## config.mk

```make
export PLATFORM = sky130hd
export DESIGN_NAME = quality_run_trimmer
export DESIGN_NICKNAME = d
export VERILOG_FILES = /design/src/rtl/qrt_pkg.sv /design/src/rtl/quality_run_trimmer.sv /design/src/rtl/qrt_convert.sv
export SDC_FILE = /design/constraint.sdc
export NUM_CORES = 1
export LEC_CHECK = 0
export BUFFER_PORTS_ARGS = -buffer_cell sky130_fd_sc_hd__clkbuf_2
export CELL_PAD_IN_SITES_DETAIL_PLACEMENT = 0
export CELL_PAD_IN_SITES_GLOBAL_PLACEMENT = 2
export CORE_AREA = 5 5 119 121
export DETAILED_ROUTE_END_ITERATION = 10
export DIE_AREA = 0 0 124 126
export PLACE_DENSITY = 0.77
export REMOVE_ABC_BUFFERS = 1
export SETUP_SLACK_MARGIN = 0.1
export SLEW_MARGIN = 20
export SYNTH_ARGS = -nofsm -noshare
export SYNTH_HDL_FRONTEND = slang
export SYNTH_SLANG_ARGS = --single-unit
```

## constraint.sdc

```tcl
create_clock -name clk_i -period 4.9 [get_ports clk_i]
set_clock_uncertainty 0.15 [all_clocks]
set_input_delay 0.245 -clock clk_i [delete_from_list [all_inputs] [get_ports clk_i]]
set_output_delay 0.245 -clock clk_i [all_outputs]
set_load 0.02 [all_outputs]
```

## src/rtl/qrt_pkg.sv

```systemverilog
// ----------------------------------------------------------------------------
// qrt_pkg: shared types and constants of the quality run trimmer
// transfer payloads, encoding codes, register indexes and the solexa table
// ----------------------------------------------------------------------------
package qrt_pkg;

  // read buffer length, positions at or past it only raise the too-long and bad-character flags
  localparam int unsigned MaxReadLength = 512;

  // output field widths
  localparam int unsigned KeepStartW  = 9;
  localparam int unsigned KeepLengthW = 10;
  localparam int unsigned PhredW      = 7;

  // configuration register indexes
  localparam logic CfgIdxEncoding   = 1'b0;
  localparam logic CfgIdxMinQuality = 1'b1;

  localparam logic [6:0] MinQualityReset = 7'd70;

  // input character encodings
  typedef enum logic [1:0] {
    EncPhred33 = 2'd0,
    EncPhred64 = 2'd1,
    EncSolexa  = 2'd2,
    EncUnused  = 2'd3
  } encoding_e;

  // legal character ranges
  localparam logic [7:0] Phred33Lo = 8'd33;   // '!'
  localparam logic [7:0] Phred33Hi = 8'd73;   // 'I'
  localparam logic [7:0] Phred64Lo = 8'd64;   // '@'
  localparam logic [7:0] Phred64Hi = 8'd104;  // 'h'
  localparam logic [7:0] SolexaLo  = 8'd59;   // ';'
  localparam logic [7:0] Phred64Offset = 8'd31;
  localparam logic [7:0] SolexaIdxBase = 8'd54;
  localparam logic [7:0] SolexaTableN  = 8'd20;
  localparam logic [7:0] Phred33Base   = 8'd33;

  typedef struct packed {
    logic [7:0] quality_char;
    logic       last_char;
  } in_item_t;

  typedef struct packed {
    logic [KeepStartW-1:0]  keep_start;
    logic [KeepLengthW-1:0] keep_length;
    logic                   bad_char_seen;
    logic                   read_too_long;
  } out_item_t;

  typedef struct packed {
    logic              ok;
    logic [PhredW-1:0] phred;
  } conv_t;

  // phred value for solexa score + 10 below twenty
  function automatic logic [3:0] solexa_low(input logic [4:0] idx);
    logic [3:0] v;
    case (idx)
      5'd0:                         v = 4'd0;
      5'd1, 5'd2, 5'd3, 5'd4,
      5'd5, 5'd6:                   v = 4'd1;
      5'd7, 5'd8:                   v = 4'd2;
      5'd9, 5'd10:                  v = 4'd3;
      5'd11, 5'd12:                 v = 4'd4;
      5'd13, 5'd14:                 v = 4'd5;
      5'd15:                        v = 4'd6;
      5'd16:                        v = 4'd7;
      5'd17:                        v = 4'd8;
      5'd18:                        v = 4'd9;
      5'd19:                        v = 4'd10;
      default:                      v = 4'd0;
    endcase
    return v;
  endfunction

endpackage

```

## src/rtl/quality_run_trimmer.sv

```systemverilog
// ----------------------------------------------------------------------------
// quality_run_trimmer: longest good-quality run finder for sequencing reads
// converts each quality character and reports the longest qualifying run
// ----------------------------------------------------------------------------
// One quality character is taken per transfer, one per clock cycle. The
// conversion, threshold compare and run bookkeeping are combinational
// logic feeding the run registers, so characters stream at full rate. When a
// character marked last_char is taken, the result (start and length of the
// longest run, first run on a tie, plus the bad-character and too-long flags)
// appears in the output register on the next cycle and the per-read state is
// cleared, so the next read may start right behind it. The input stalls only
// when a last character arrives while the previous result has not yet been
// taken; ordinary characters are taken regardless. Characters beyond the
// read buffer (qrt_pkg::MaxReadLength) set read_too_long and are otherwise
// only range-checked. Configuration is written through a plain write port; the
// user must do so only while no read is open, which the block does not enforce.
module quality_run_trimmer (
  input  logic                clk_i,
  input  logic                rst_ni,
  // configuration writes
  input  logic                cfg_we_i,
  input  logic                cfg_index_i,
  input  logic [6:0]          cfg_data_i,
  // character input
  input  logic                in_valid_i,
  output logic                in_ready_o,
  input  qrt_pkg::in_item_t   in_data_i,
  // result output
  output logic                out_valid_o,
  input  logic                out_ready_i,
  output qrt_pkg::out_item_t  out_data_o
);

  // position saturates at the buffer length, a run never starts there
  localparam int unsigned PosW   = $clog2(qrt_pkg::MaxReadLength + 1);
  localparam int unsigned StartW = $clog2(qrt_pkg::MaxReadLength);
  localparam logic [PosW-1:0] PosMax = PosW'(qrt_pkg::MaxReadLength);

  // configuration registers
  logic [1:0] encoding_q;
  logic [6:0] min_qual_q;

  // per-read state
  logic [PosW-1:0]   pos_q, pos_d;
  logic [StartW-1:0] run_start_q, run_start_d;
  logic [PosW-1:0]   run_len_q, run_len_d;
  logic [StartW-1:0] best_start_q, best_start_d;
  logic [PosW-1:0]   best_len_q, best_len_d;
  logic              bad_q, bad_d;
  logic              ovf_q, ovf_d;

  // output register
  logic               out_valid_q;
  qrt_pkg::out_item_t out_data_q;

  qrt_pkg::conv_t conv;
  logic           in_fire;
  logic           good;

  always_ff @(posedge clk_i or negedge rst_ni) begin
    if (!rst_ni) begin
      encoding_q <= qrt_pkg::EncPhred33;
      min_qual_q <= qrt_pkg::MinQualityReset;
    end else if (cfg_we_i) begin
      case (cfg_index_i)
        qrt_pkg::CfgIdxEncoding:   encoding_q <= cfg_data_i[1:0];
        qrt_pkg::CfgIdxMinQuality: min_qual_q <= cfg_data_i;
        default: ;
      endcase
    end
  end

  qrt_convert u_convert (
    .encoding_i (encoding_q),
    .char_i     (in_data_i.quality_char),
    .conv_o     (conv)
  );

  // only a result-producing transfer needs room in the output register
  assign in_ready_o = !out_valid_q || out_ready_i || !in_data_i.last_char;
  assign in_fire    = in_valid_i && in_ready_o;

  assign good = conv.ok && (conv.phred >= min_qual_q);

  // run bookkeeping for the incoming character
  always_comb begin
    pos_d        = pos_q;
    run_start_d  = run_start_q;
    run_len_d    = run_len_q;
    best_start_d = best_start_q;
    best_len_d   = best_len_q;
    bad_d        = bad_q || !conv.ok;
    ovf_d        = ovf_q;
    if (pos_q == PosMax) begin
      // past the buffer: the run is frozen
      ovf_d = 1'b1;
    end else begin
      if (good) begin
        if (run_len_q == '0) begin
          run_start_d = pos_q[StartW-1:0];
        end
        run_len_d = run_len_q + PosW'(1);
        // strict compare keeps the earlier run on a tie
        if (run_len_d > best_len_q) begin
          best_len_d   = run_len_d;
          best_start_d = run_start_d;
        end
      end else begin
        run_len_d = '0;
      end
      pos_d = pos_q + PosW'(1);
    end
  end

  always_ff @(posedge clk_i or negedge rst_ni) begin
    if (!rst_ni) begin
      pos_q        <= '0;
      run_start_q  <= '0;
      run_len_q    <= '0;
      best_start_q <= '0;
      best_len_q   <= '0;
      bad_q        <= 1'b0;
      ovf_q        <= 1'b0;
    end else if (in_fire) begin
      if (in_data_i.last_char) begin
        // read closed: start the next one clean
        pos_q        <= '0;
        run_start_q  <= '0;
        run_len_q    <= '0;
        best_start_q <= '0;
        best_len_q   <= '0;
        bad_q        <= 1'b0;
        ovf_q        <= 1'b0;
      end else begin
        pos_q        <= pos_d;
        run_start_q  <= run_start_d;
        run_len_q    <= run_len_d;
        best_start_q <= best_start_d;
        best_len_q   <= best_len_d;
        bad_q        <= bad_d;
        ovf_q        <= ovf_d;
      end
    end
  end

  // result register
  always_ff @(posedge clk_i or negedge rst_ni) begin
    if (!rst_ni) begin
      out_valid_q <= 1'b0;
    end else if (in_fire && in_data_i.last_char) begin
      out_valid_q <= 1'b1;
    end else if (out_ready_i) begin
      out_valid_q <= 1'b0;
    end
  end

  always_ff @(posedge clk_i) begin
    if (in_fire && in_data_i.last_char) begin
      out_data_q.keep_start    <= qrt_pkg::KeepStartW'(best_start_d);
      out_data_q.keep_length   <= qrt_pkg::KeepLengthW'(best_len_d);
      out_data_q.bad_char_seen <= bad_d;
      out_data_q.read_too_long <= ovf_d;
    end
  end

  assign out_valid_o = out_valid_q;
  assign out_data_o  = out_data_q;

  // the current run never beats the best one
  a_run_le_best: assert property (@(posedge clk_i) disable iff (!rst_ni)
    run_len_q <= best_len_q)
    else $error("current run longer than best run");

  // best run fits inside the positions seen so far
  a_best_le_pos: assert property (@(posedge clk_i) disable iff (!rst_ni)
    (best_len_q <= pos_q) && (pos_q <= PosMax))
    else $error("best run or position out of bounds");

  // a closing character always yields a result next cycle
  a_last_gives_result: assert property (@(posedge clk_i) disable iff (!rst_ni)
    (in_fire && in_data_i.last_char) |=> out_valid_q)
    else $error("no result after last character");

  // a closing character clears the per-read state
  a_last_clears: assert property (@(posedge clk_i) disable iff (!rst_ni)
    (in_fire && in_data_i.last_char) |=> (pos_q == '0 && best_len_q == '0 && !bad_q && !ovf_q))
    else $error("per-read state not cleared");

  // overflow only after the position has saturated
  a_ovf_sat: assert property (@(posedge clk_i) disable iff (!rst_ni)
    ovf_q |-> (pos_q == PosMax))
    else $error("overflow flag without saturated position");

endmodule

```

## src/rtl/qrt_convert.sv

```systemverilog
// ----------------------------------------------------------------------------
// qrt_convert: quality character conversion
// maps a raw character to phred+33 under the selected encoding, flags range
// ----------------------------------------------------------------------------
module qrt_convert (
  input  logic [1:0]     encoding_i,
  input  logic [7:0]     char_i,
  output qrt_pkg::conv_t conv_o
);

  logic [7:0] sol_idx;
  logic [7:0] sol_phred;
  logic [7:0] phred;
  logic       ok;

  assign sol_idx   = char_i - qrt_pkg::SolexaIdxBase;
  assign sol_phred = (sol_idx < qrt_pkg::SolexaTableN)
                   ? 8'(qrt_pkg::solexa_low(sol_idx[4:0])) + qrt_pkg::Phred33Base
                   : char_i - qrt_pkg::Phred64Offset;

  always_comb begin
    ok    = 1'b0;
    phred = char_i;
    unique case (qrt_pkg::encoding_e'(encoding_i))
      qrt_pkg::EncPhred33: begin
        ok    = (char_i >= qrt_pkg::Phred33Lo) && (char_i <= qrt_pkg::Phred33Hi);
        phred = char_i;
      end
      qrt_pkg::EncPhred64: begin
        ok    = (char_i >= qrt_pkg::Phred64Lo) && (char_i <= qrt_pkg::Phred64Hi);
        phred = char_i - qrt_pkg::Phred64Offset;
      end
      qrt_pkg::EncSolexa: begin
        ok    = (char_i >= qrt_pkg::SolexaLo) && (char_i <= qrt_pkg::Phred64Hi);
        phred = sol_phred;
      end
      default: begin
        ok    = 1'b0;
        phred = char_i;
      end
    endcase
  end

  // out of range characters carry a dont-care value, gated by ok downstream
  assign conv_o.ok    = ok;
  assign conv_o.phred = phred[qrt_pkg::PhredW-1:0];

endmodule

```

# [After elaboration in Yosys (flattened, before gate mapping)]
# Memory sizes are Yosys's and may differ from the RTL's.
# Cells that the tools add are included.
# Widths: inputs -> output; s select.
[word_totals] register_bits=81 romBits=128 input_bits=22 word_cells=78 n_memories=1
[op_classes] add_sub_neg=5 order_cmp=8 eq_ne=4 n_mux=25 bitwise=1 reduce_logical=20
[mem_list] memory="(no name shown)" depth=32 width=4 read_ports=1 rd_ports_with_merged_regs=0 write_ports=0 line_no="qrt_pkg.sv:60" rtl="case (idx)"
[ops] cell="$mux 10" n=9
[ops] cell="$mux 9" n=8
[ops] cell="$add 10x1->10 const B" n=2
[ops] cell="$ge 8x6->1 const B" n=2
[ops] cell="$le 8x7->1 const B" n=2
[ops] cell="$pmux 7 s2" n=1
[ops] cell="$eq 10x10->1 const B" n=1
[ops] cell="$gt 10x10->1" n=1
[ops] cell="$logic_not 10->1" n=1
[ops] cell="$ge 8x7->1 const B" n=1
[ops] cell="$lt 8x5->1 const B" n=1
[ops] cell="$sub 8x6->8 const B" n=1
[ops] cell="$add 4x6->7 const B" n=1
[ops] cell="$ge 7x7->1" n=1
[ops] cell="$mux 7" n=1
[ops] cell="$sub 7x5->7 const B" n=1
[ops] cell="$logic_and 1x1->1" n=6
[ops] cell="$reduce_and 2->1" n=3
[ops] cell="$mux 1" n=5
[ops] cell="$reduce_bool 2->1" n=2
[ops] cell="$logic_not 1->1" n=3
[ops] cell="$logic_or 1x1->1" n=3
[ops] cell="$pmux 1 s3" n=1
[ops] cell="$reduce_and 3->1" n=1
[ops] cell="5 further kinds" n=5

# [Longest topological paths before layout]
# Gate-level depths: netlist of the first run.
# An unclocked memory read counts as a cell.
[logic_depth] depth_word=10 depth_mapped=22 depth_no_buf=18

# [Cells and area by module]
# Synthesis of the first run repeated with hierarchy kept, for this count alone.
[hier_totals] hier_cells=499 area_unflattened_um2=4986.0
[by_module_without_submodules] module="quality_run_trimmer" n_inst=1 cells_each=367 area_each_um2=4073.9 seq_area_each_um2=2135.8
[by_module_without_submodules] module="qrt_convert" n_inst=1 cells_each=132 area_each_um2=912.1 seq_area_each_um2=0.0

# [Least setup slack after synthesis of the first run]
# Ideal clock, no wire load.
[synth_path] kind="input to register" from="in in_data_i[4] (netlist name)" to="reg out_data_q (netlist bit out_data_o[11]), data pin" arrival_ns=3.809 t_required_ns=4.485 slack_ns=0.675 cell_stages=19 cell_sequence="buf_2 a21oi_2 xor2_1 nor4_1 or2_2 ha_1 xor2_1 and3_1 a211o_1 ha_1 o21ai_0 o21ai_0 a211oi_1 or4b_1 buf_4 buf_6 buf_2 nand2_1 o21ai_0"
[synth_between] elab_chain_len=9
[synth_rtl] item="start: declaration" line_no="quality_run_trimmer.sv:27" rtl="input qrt_pkg::in_item_t in_data_i,"
[synth_rtl] item="$sub 8x6->8" line_no="qrt_convert.sv:16" rtl="assign sol_idx = char_i - qrt_pkg::SolexaIdxBase;"
[synth_rtl] item="$mem_v2 32x4"
[synth_rtl] item="$add 4x6->7" line_no="qrt_convert.sv:18" rtl="? 8'(qrt_pkg::solexa_low(sol_idx[4:0])) + qrt_pkg::Phred33Base"
[synth_rtl] item="$mux 7" line_no="qrt_convert.sv:18"
[synth_rtl] item="$pmux 7 s2" line_no="qrt_convert.sv:24" rtl="unique case (qrt_pkg::encoding_e'(encoding_i))"
[synth_rtl] item="$ge 7x7->1" line_no="quality_run_trimmer.sv:83" rtl="assign good = conv.ok && (conv.phred >= min_qual_q);"
[synth_rtl] item="$logic_and 1x1->1 (*)" line_no="quality_run_trimmer.sv:83"
[synth_rtl] item="$mux 10 (*)" line_no="quality_run_trimmer.sv:98" rtl="if (good) begin"
[synth_rtl] item="$mux 10 (*)" line_no="quality_run_trimmer.sv:94" rtl="if (pos_q == PosMax) begin"
[synth_rtl] item="via best_len_d[9]" line_no="quality_run_trimmer.sv:48" rtl="logic [PosW-1:0] best_len_q, best_len_d;"
[synth_rtl] item="end: declaration" line_no="quality_run_trimmer.sv:54" rtl="qrt_pkg::out_item_t out_data_q;"
# Mark *: on every way through the listed nets, which the timed path passes. The rest lies on a longest branch.
# A chain may end at the register's enable or synchronous reset.

# [Worst setup path in the final report of the first run]
[layout_path] from="in in_data_i[3] (netlist name)" to="reg best_start_q[7]"
[layout_between] elab_chain_len=10
[layout_rtl] item="$sub 8x6->8" line_no="qrt_convert.sv:16"
[layout_rtl] item="$mem_v2 32x4"
[layout_rtl] item="$add 4x6->7" line_no="qrt_convert.sv:18"
[layout_rtl] item="$mux 7" line_no="qrt_convert.sv:18"
[layout_rtl] item="$pmux 7 s2" line_no="qrt_convert.sv:24"
[layout_rtl] item="$ge 7x7->1" line_no="quality_run_trimmer.sv:83"
[layout_rtl] item="$logic_and 1x1->1 (*)" line_no="quality_run_trimmer.sv:83"
[layout_rtl] item="$mux 9 (*)" line_no="quality_run_trimmer.sv:98"
[layout_rtl] item="$mux 9 (*)" line_no="quality_run_trimmer.sv:94"
[layout_rtl] item="$mux 9 (*)" line_no="quality_run_trimmer.sv:125" rtl="if (in_data_i.last_char) begin"
[layout_rtl] item="end signal: assignment" line_no="quality_run_trimmer.sv:138" rtl="best_start_q <= best_start_d;"
[layout_rtl] item="end: declaration" line_no="quality_run_trimmer.sv:47" rtl="logic [StartW-1:0] best_start_q, best_start_d;"
# Mark *: on every way between the ends. The rest lies on a longest branch, timed or not.

==> results.cfg, run 1 <==
[logic_synthesis]
avgSynthCellArea_um2 = 10.1
seq_area_frac_synth_pct = 43.6
syn_inst = 487
yosys.cell_types.count = 64
synth_area_um2 = 4900
yosysWarningCount = 0
synth_edf_count = 21
synth_ff_type = dfrtp_1
synth-seq-cells = 81
async_flop_share_pct = 74.1

[detailed_routing]
totalWireLength_um = 11800
dr.pass1.iters = 4
ant_nets = 0
first_iter_violations = 220
post_drt_wl_per_cell_um = 16.3
routed-via-count = 3816
viasPerCell = 5.29
drc = 0

[clock_tree]
cts_buffers = 9
htreeDepth = 3
cts_resized = 0
root_buffer = clkbuf_16
clk_pin_slew_worst_paths_ps = 70
clockBufferDepth = 2
cts_tree = yes
cts.sinks = 81
clk_latency_ps = 340

[hold_path]
hold_depth = 4
min-delay-start = cfg_index_i
hold-path-endpoint = encoding_q[1]$_DFFE_PN0P_
hold_path.class = input pin to flip-flop

[grt]
track_usage_pct = 15.7
busiest_layer = met2
grt_overflow = 0
grt_pass1_wl_um = 19600
met1_usage_pct = 22.2
grtUsageMet2_pct = 24.7
antenna_found_initial = 0
grt_max_degree = 61
grt_util_met3_pct = 3.23
grt_pass1_vias = 3918

[setup_path]
max_stage_delay_ps = 700
worstPathArrival_ps = 4490
cp-startpoint = in_data_i[3]
worstSetupStartpointType = input pin
r2r-end = best_start_q[7]$_DFFE_PN0P_
crit_type = input pin to flip-flop
crit_buf_inv = 2
cp_max_fo = 14
critPathSlowestCell = or4b_2
crit_required_ps = 5030
reg2reg_slack_ps = 580
endpoint_kind = flip-flop
reg2regPathDepth = 14
worstReg2RegStart = run_len_q[0]$_DFFE_PN0P_
path_delay_family = simple AND/OR/NAND/NOR gates
worstPathCellList = clkbuf_2, ha_1, xnor2_1, mux2i_1, nand2_1, o21ai_0, nor2_1, ha_1, xor2_1, and3_1, a211o_1, ha_1, o21ai_0, o21ai_0, a211oi_1, or4b_2, buf_4, nor3b_4, a22o_1

[placement]
place_congestion = 0.810
dp_hpwl_um = 8570
post_dp_cell_area_um2 = 5310
port_buffers = 44
dp_slack_ps = 209

[floorplan]
rows = 42
die_w_um = 124
start_util_pct = 37.7
core_area_um2 = 13000
ios = 45
dieArea_um2 = 15600
die_y_um = 126

[sta]
whs_ps = 88.6
fmax_mhz = 229
tightest_slew_ps = 848
layout_setup_ws_ps = 538
setup_viol = 0
maxSlewHeadroom_pct = 43.4
min_period_ps = 4360
fin_setup_tns_ps = 0
hold_viol = 0
period_share_pct = 89.0
rsz0062_at_grt = false
final-max-slew-violation-count = 0

[power]
power.density_nw_per_um2 = 322
irDropWorstVdd_mv = 0.127
p_leak_nw = 2.59

[layout]
stdcell_area_um2 = 5710
drive_gt1_share_pct = 19.8
n_fill_cell = 1265
layout_common_cells = dfrtp_1, clkbuf_2, nand2_1
seq_area_um2 = 2140
fin_nets = 597
multi_input_area_um2 = 2510
diodes = 0
area_delta_synth_final_pct = 16.7
final_common_cell = dfrtp_1

[job]
drv_cap = 0

[status]
status = finished clean
[cell type report]
| type | count | share of cell area (%) |
|---|---|---|
| Clock buffer | 9 | 3.94 |
| Clock inverter | 7 | 1.47 |
| Inverter | 41 | 2.69 |
| Multi-Input combinational cell | 345 | 43.9 |
| Sequential cell | 81 | 37.4 |
| Tap cell | 176 | 3.85 |
| Timing Repair Buffer | 63 | 6.75 |
[power breakdown]
part / total (mW) / internal [mW] / switching [mW] / leakage (nW)
registers: 0.766 / 0.737 / 0.0293 / 1.01
clock network: 0.702 / 0.405 / 0.297 / 0.149
logic: 0.373 / 0.152 / 0.222 / 1.43
total: 1.84 / 1.29 / 0.548 / 2.59
[registers in the layout, indices dropped and copies added (netlist names)]
name          cells
ovf_q             1
bad_q             1
best_len_q       10
encoding_q        2
run_start_q       9
best_start_q      9
pos_q            10
out_valid_o       1
run_len_q        10
out_data_o       21
min_qual_q        7
[what timing repair did]
action | in CTS | in global routing
hold endpoints to repair | 65 | 0
setup buffers | 0 | 0
hold buffers | 9 | 0
[worst min-delay path, cell delays in order]
cell      delay, ps
clkbuf_2         90
nor2b_1          60
nand2_1          60
o21ai_0          70
[how the worst max path moves through the flow]
stage | end | slack (ps) | cells after the start
floorplan | out_data_o[12]$_DFFE_PP_ | 110 | 15
global placement | best_start_q[5]$_DFFE_PN0P_ | 280 | 19
detailed placement | best_start_q[7]$_DFFE_PN0P_ | 210 | 19
CTS | best_start_q[7]$_DFFE_PN0P_ | 560 | 19
global route | best_len_q[0]$_DFFE_PN0P_ | 150 | 19
finish | best_start_q[7]$_DFFE_PN0P_ | 540 | 19
[routing by layer]
layer  up-vias  part of all wire (%)
met4         0                   1.1
met3        11                   4.2
met5         -                     0
met1      1858                    48
li1       1877                     -
met2        70                    47
[through the flow]
stage	std cells	util, %	power [mW]
global route	722	44.0	1.94
detailed placement	697	40.9	1.15
finish	722	44.0	1.84
CTS	722	44.0	1.86
global placement	697	40.9	1.14
floorplan	467	-	1.02
[cell usage after synthesis (all sizes together) (2+ instances only)]
master / count / area (um^2)
xor2: 11 / 96.3
dfstp: 3 / 78.8
o311ai: 9 / 78.8
mux2i: 5 / 50.1
nand3: 19 / 95.1
nand2b: 6 / 37.5
buf: 10 / 62.6
or2: 2 / 12.5
a211o: 3 / 26.3
a22o: 21 / 184
nor3b: 5 / 48.8
nand4: 8 / 50.1
a2111oi: 3 / 46.3
a21o: 2 / 15.0
nor4b: 3 / 32.5
nor4: 7 / 50.1
inv: 40 / 150
o22ai: 4 / 25.0
xnor2: 9 / 78.8
nand2: 42 / 158
nor4bb: 3 / 30.0
o21ai: 34 / 170
edfxtp: 21 / 631
mux2: 22 / 248
a211oi: 3 / 22.5
nor2b: 5 / 31.3
ha: 34 / 425
nor3: 2 / 10.0
clkbuf: 10 / 37.5
dfrtp: 57 / 1430
a21oi: 17 / 88.8
o21a: 2 / 15.0
nor2: 30 / 113
o21bai: 2 / 15.0
a31oi: 5 / 31.3
and3: 10 / 62.6
[kinds of logic (layout without fill, tap and decap cells)]
logic type / after synthesis / after routing / synth area share, %
fa+ha+maj: 34 / 34 / 8.69
compound gates: 116 / 116 / 16.8
simple gates: 148 / 148 / 16.0
buf+inv: 61 / 120 / 5.19
xor+xnor: 20 / 20 / 3.58
flops: 81 / 81 / 43.6
mux: 27 / 27 / 6.08
(Power assumes the default switching activity.)
==> run 2, diff against run 1 <==
--- a/config.mk
+++ b/config.mk
@@ -7,11 +7,11 @@
 export LEC_CHECK = 0
 export BUFFER_PORTS_ARGS = -buffer_cell sky130_fd_sc_hd__clkbuf_2
 export CELL_PAD_IN_SITES_DETAIL_PLACEMENT = 0
-export CELL_PAD_IN_SITES_GLOBAL_PLACEMENT = 2
-export CORE_AREA = 5 5 119 121
+export CELL_PAD_IN_SITES_GLOBAL_PLACEMENT = 1
+export CORE_AREA = 5 5 111 113
 export DETAILED_ROUTE_END_ITERATION = 10
-export DIE_AREA = 0 0 124 126
-export PLACE_DENSITY = 0.77
+export DIE_AREA = 0 0 116 118
+export PLACE_DENSITY = 0.74
 export REMOVE_ABC_BUFFERS = 1
 export SETUP_SLACK_MARGIN = 0.1
 export SLEW_MARGIN = 20
==> run 2 against run 1 <==
  * Maximum frequency grew 0.35%
  * Clock-buffer cell count is the same
  * Non-clock buffer count shrank 2
  * Die area shrank 12%
  * Critical path type unchanged
==> results.cfg, run 2 (synthesis gave the netlist of run 1 again) <==
[hold_path]
hold_path.class = input pin to flip-flop

[sta]
fin_setup_tns_ps = 0
hold_viol = 0
fmax_mhz = 230
final-max-slew-violation-count = 0
maxSlewHeadroom_pct = 39.7
rsz0062_at_grt = false
tightest_slew_ps = 902
period_share_pct = 88.7
setup_viol = 0
min_period_ps = 4350

[layout]
final_common_cell = dfrtp_1
layout_common_cells = dfrtp_1, clkbuf_2, nand2_1
area_delta_synth_final_pct = 15.5
diodes = 0
fin_nets = 595
largest_reg_flops = 21
stdcell_area_um2 = 5660
drive_gt1_share_pct = 19.9

[power]
p_leak_nw = 2.58
power.density_nw_per_um2 = 324
irDropWorstVdd_mv = 0.186
p_total_mw = 1.83
combPwrFrac_pct = 20.3
pwr-share-clk_pct = 37.9
seqPwrFrac_pct = 41.8
swShare_pct = 29.6
power.internal_mw = 1.29
power_switching_mw = 0.542

[clock_tree]
clockBufferDepth = 2
clk_latency_ps = 340
htreeDepth = 3
cts.sinks = 81
clk_pin_slew_worst_paths_ps = 70
cts_buffers = 9
root_buffer = clkbuf_16
cts_tree = yes
post_cts.repair.setup_buffers = 0

[detailed_routing]
dr.pass1.iters = 4
drc = 0
routed-via-count = 3820
viasPerCell = 5.56
totalWireLength_um = 11400
first_iter_violations = 196
ant_nets = 0
post_drt_wl_per_cell_um = 16.5

[floorplan]
die_y_um = 118
start_util_pct = 43.6
rows = 39
ios = 45
die_w_um = 116
core_area_um2 = 11200
dieArea_um2 = 13700

[placement]
port_buffers = 44
post_dp_cell_area_um2 = 5290
dp_hpwl_um = 8030
place_congestion = 0.829

[setup_path]
crit_buf_inv = 2
cp_max_fo = 43
crit_type = input pin to flip-flop
worstPathArrival_ps = 4290
crit_required_ps = 4850
worstSetupStartpointType = input pin
worstPathCellList = clkbuf_2, ha_1, xnor2_1, mux2i_1, nand2_1, o21ai_0, nor2_1, ha_1, xor2_1, and3_1, a211o_1, ha_1, o21ai_0, o21ai_0, a211oi_1, or4b_2, buf_12, mux2_2
path_delay_family = simple AND/OR/NAND/NOR gates
endpoint_kind = flip-flop
max_stage_delay_ps = 790
critPathSlowestCell = or4b_2

[grt]
track_usage_pct = 17.5
grt_max_degree = 61
grt_pass1_vias = 3855
grt_overflow = 0
grt_pass1_wl_um = 19100
antenna_found_initial = 0

[job]
drv_cap = 0

[status]
status = finished clean
## run 2: final timing paths
kind | startpoint | to | slack [ps] | cells after the start
worst max-delay path | in_data_i[2] | out_data_o[3]$_DFFE_PP_ | 550 | 18
worst min-delay path | cfg_data_i[6] | min_qual_q[6]$_DFFE_PN1P_ | 10 | 2
worst max register to register | run_len_q[0]$_DFFE_PN0P_ | out_data_o[3]$_DFFE_PP_ | 750 | 13
worst min register to register | bad_q$_DFFE_PN0P_ | bad_q$_DFFE_PN0P_ | 340 | 2
max in group asynchronous | rst_ni | best_len_q[7]$_DFFE_PN0P_ | 3620 | 3
min in group asynchronous | rst_ni | pos_q[3]$_DFFE_PN0P_ | 460 | 3
## run 2: what timing repair did
item | CTS | global route
hold endpoints to repair | 63 | 0
gates resized for setup | 0 | 0
hold buffers | 7 | 0
## run 2: per-stage QoR
step	hold WS, ps	setup slack (ps)	utilization, %	std cells
after floorplan	-201	110	-	467
after global placement	303	248	47.1	664
after detailed placement	310	202	47.1	664
after CTS	2.80	559	50.4	687
after global routing	0.918	251	50.4	687
final	14.0	553	50.4	687
## run 2: per-layer routing
layer	track usage, %	up-vias	wire length [um]
li1	-	1880	-
met1	23.8	1827	5310
met2	26.6	86	5190
met3	3.86	27	548
met4	7.47	0	308
met5	0	-	0
## run 2: cell type report
| class | count | area [um^2] |
|---|---|---|
| fill | 1057 | 5570 |
| clock inverter | 7 | 76.3 |
| tap | 143 | 179 |
| timing repair buffer | 61 | 378 |
| multi-input combinational | 345 | 2510 |
| inverter | 41 | 154 |
| sequential | 81 | 2140 |
| clock buffer | 9 | 225 |
## run 2: worst reg2reg max path, cell delays in order (launching register included)
cell	delay (ps)
dfrtp_1	460
ha_1	260
nand3_1	150
nor2_1	230
and3_1	200
xnor2_1	170
inv_1	110
ha_1	320
nand4_1	160
a211oi_1	280
a2111oi_0	150
or4b_2	770
buf_12	230
mux2_2	280
## run 2: power by group through the flow
stage	combinational [mW]	clock (mW)	sequential, mW
2_1_floorplan	0.234	0	0.782
3_3_place_gp	0.361	0	0.776
3_5_place_dp	0.365	0	0.778
4_1_cts	0.376	0.697	0.766
5_1_grt	0.421	0.737	0.771
6_report	0.372	0.694	0.765
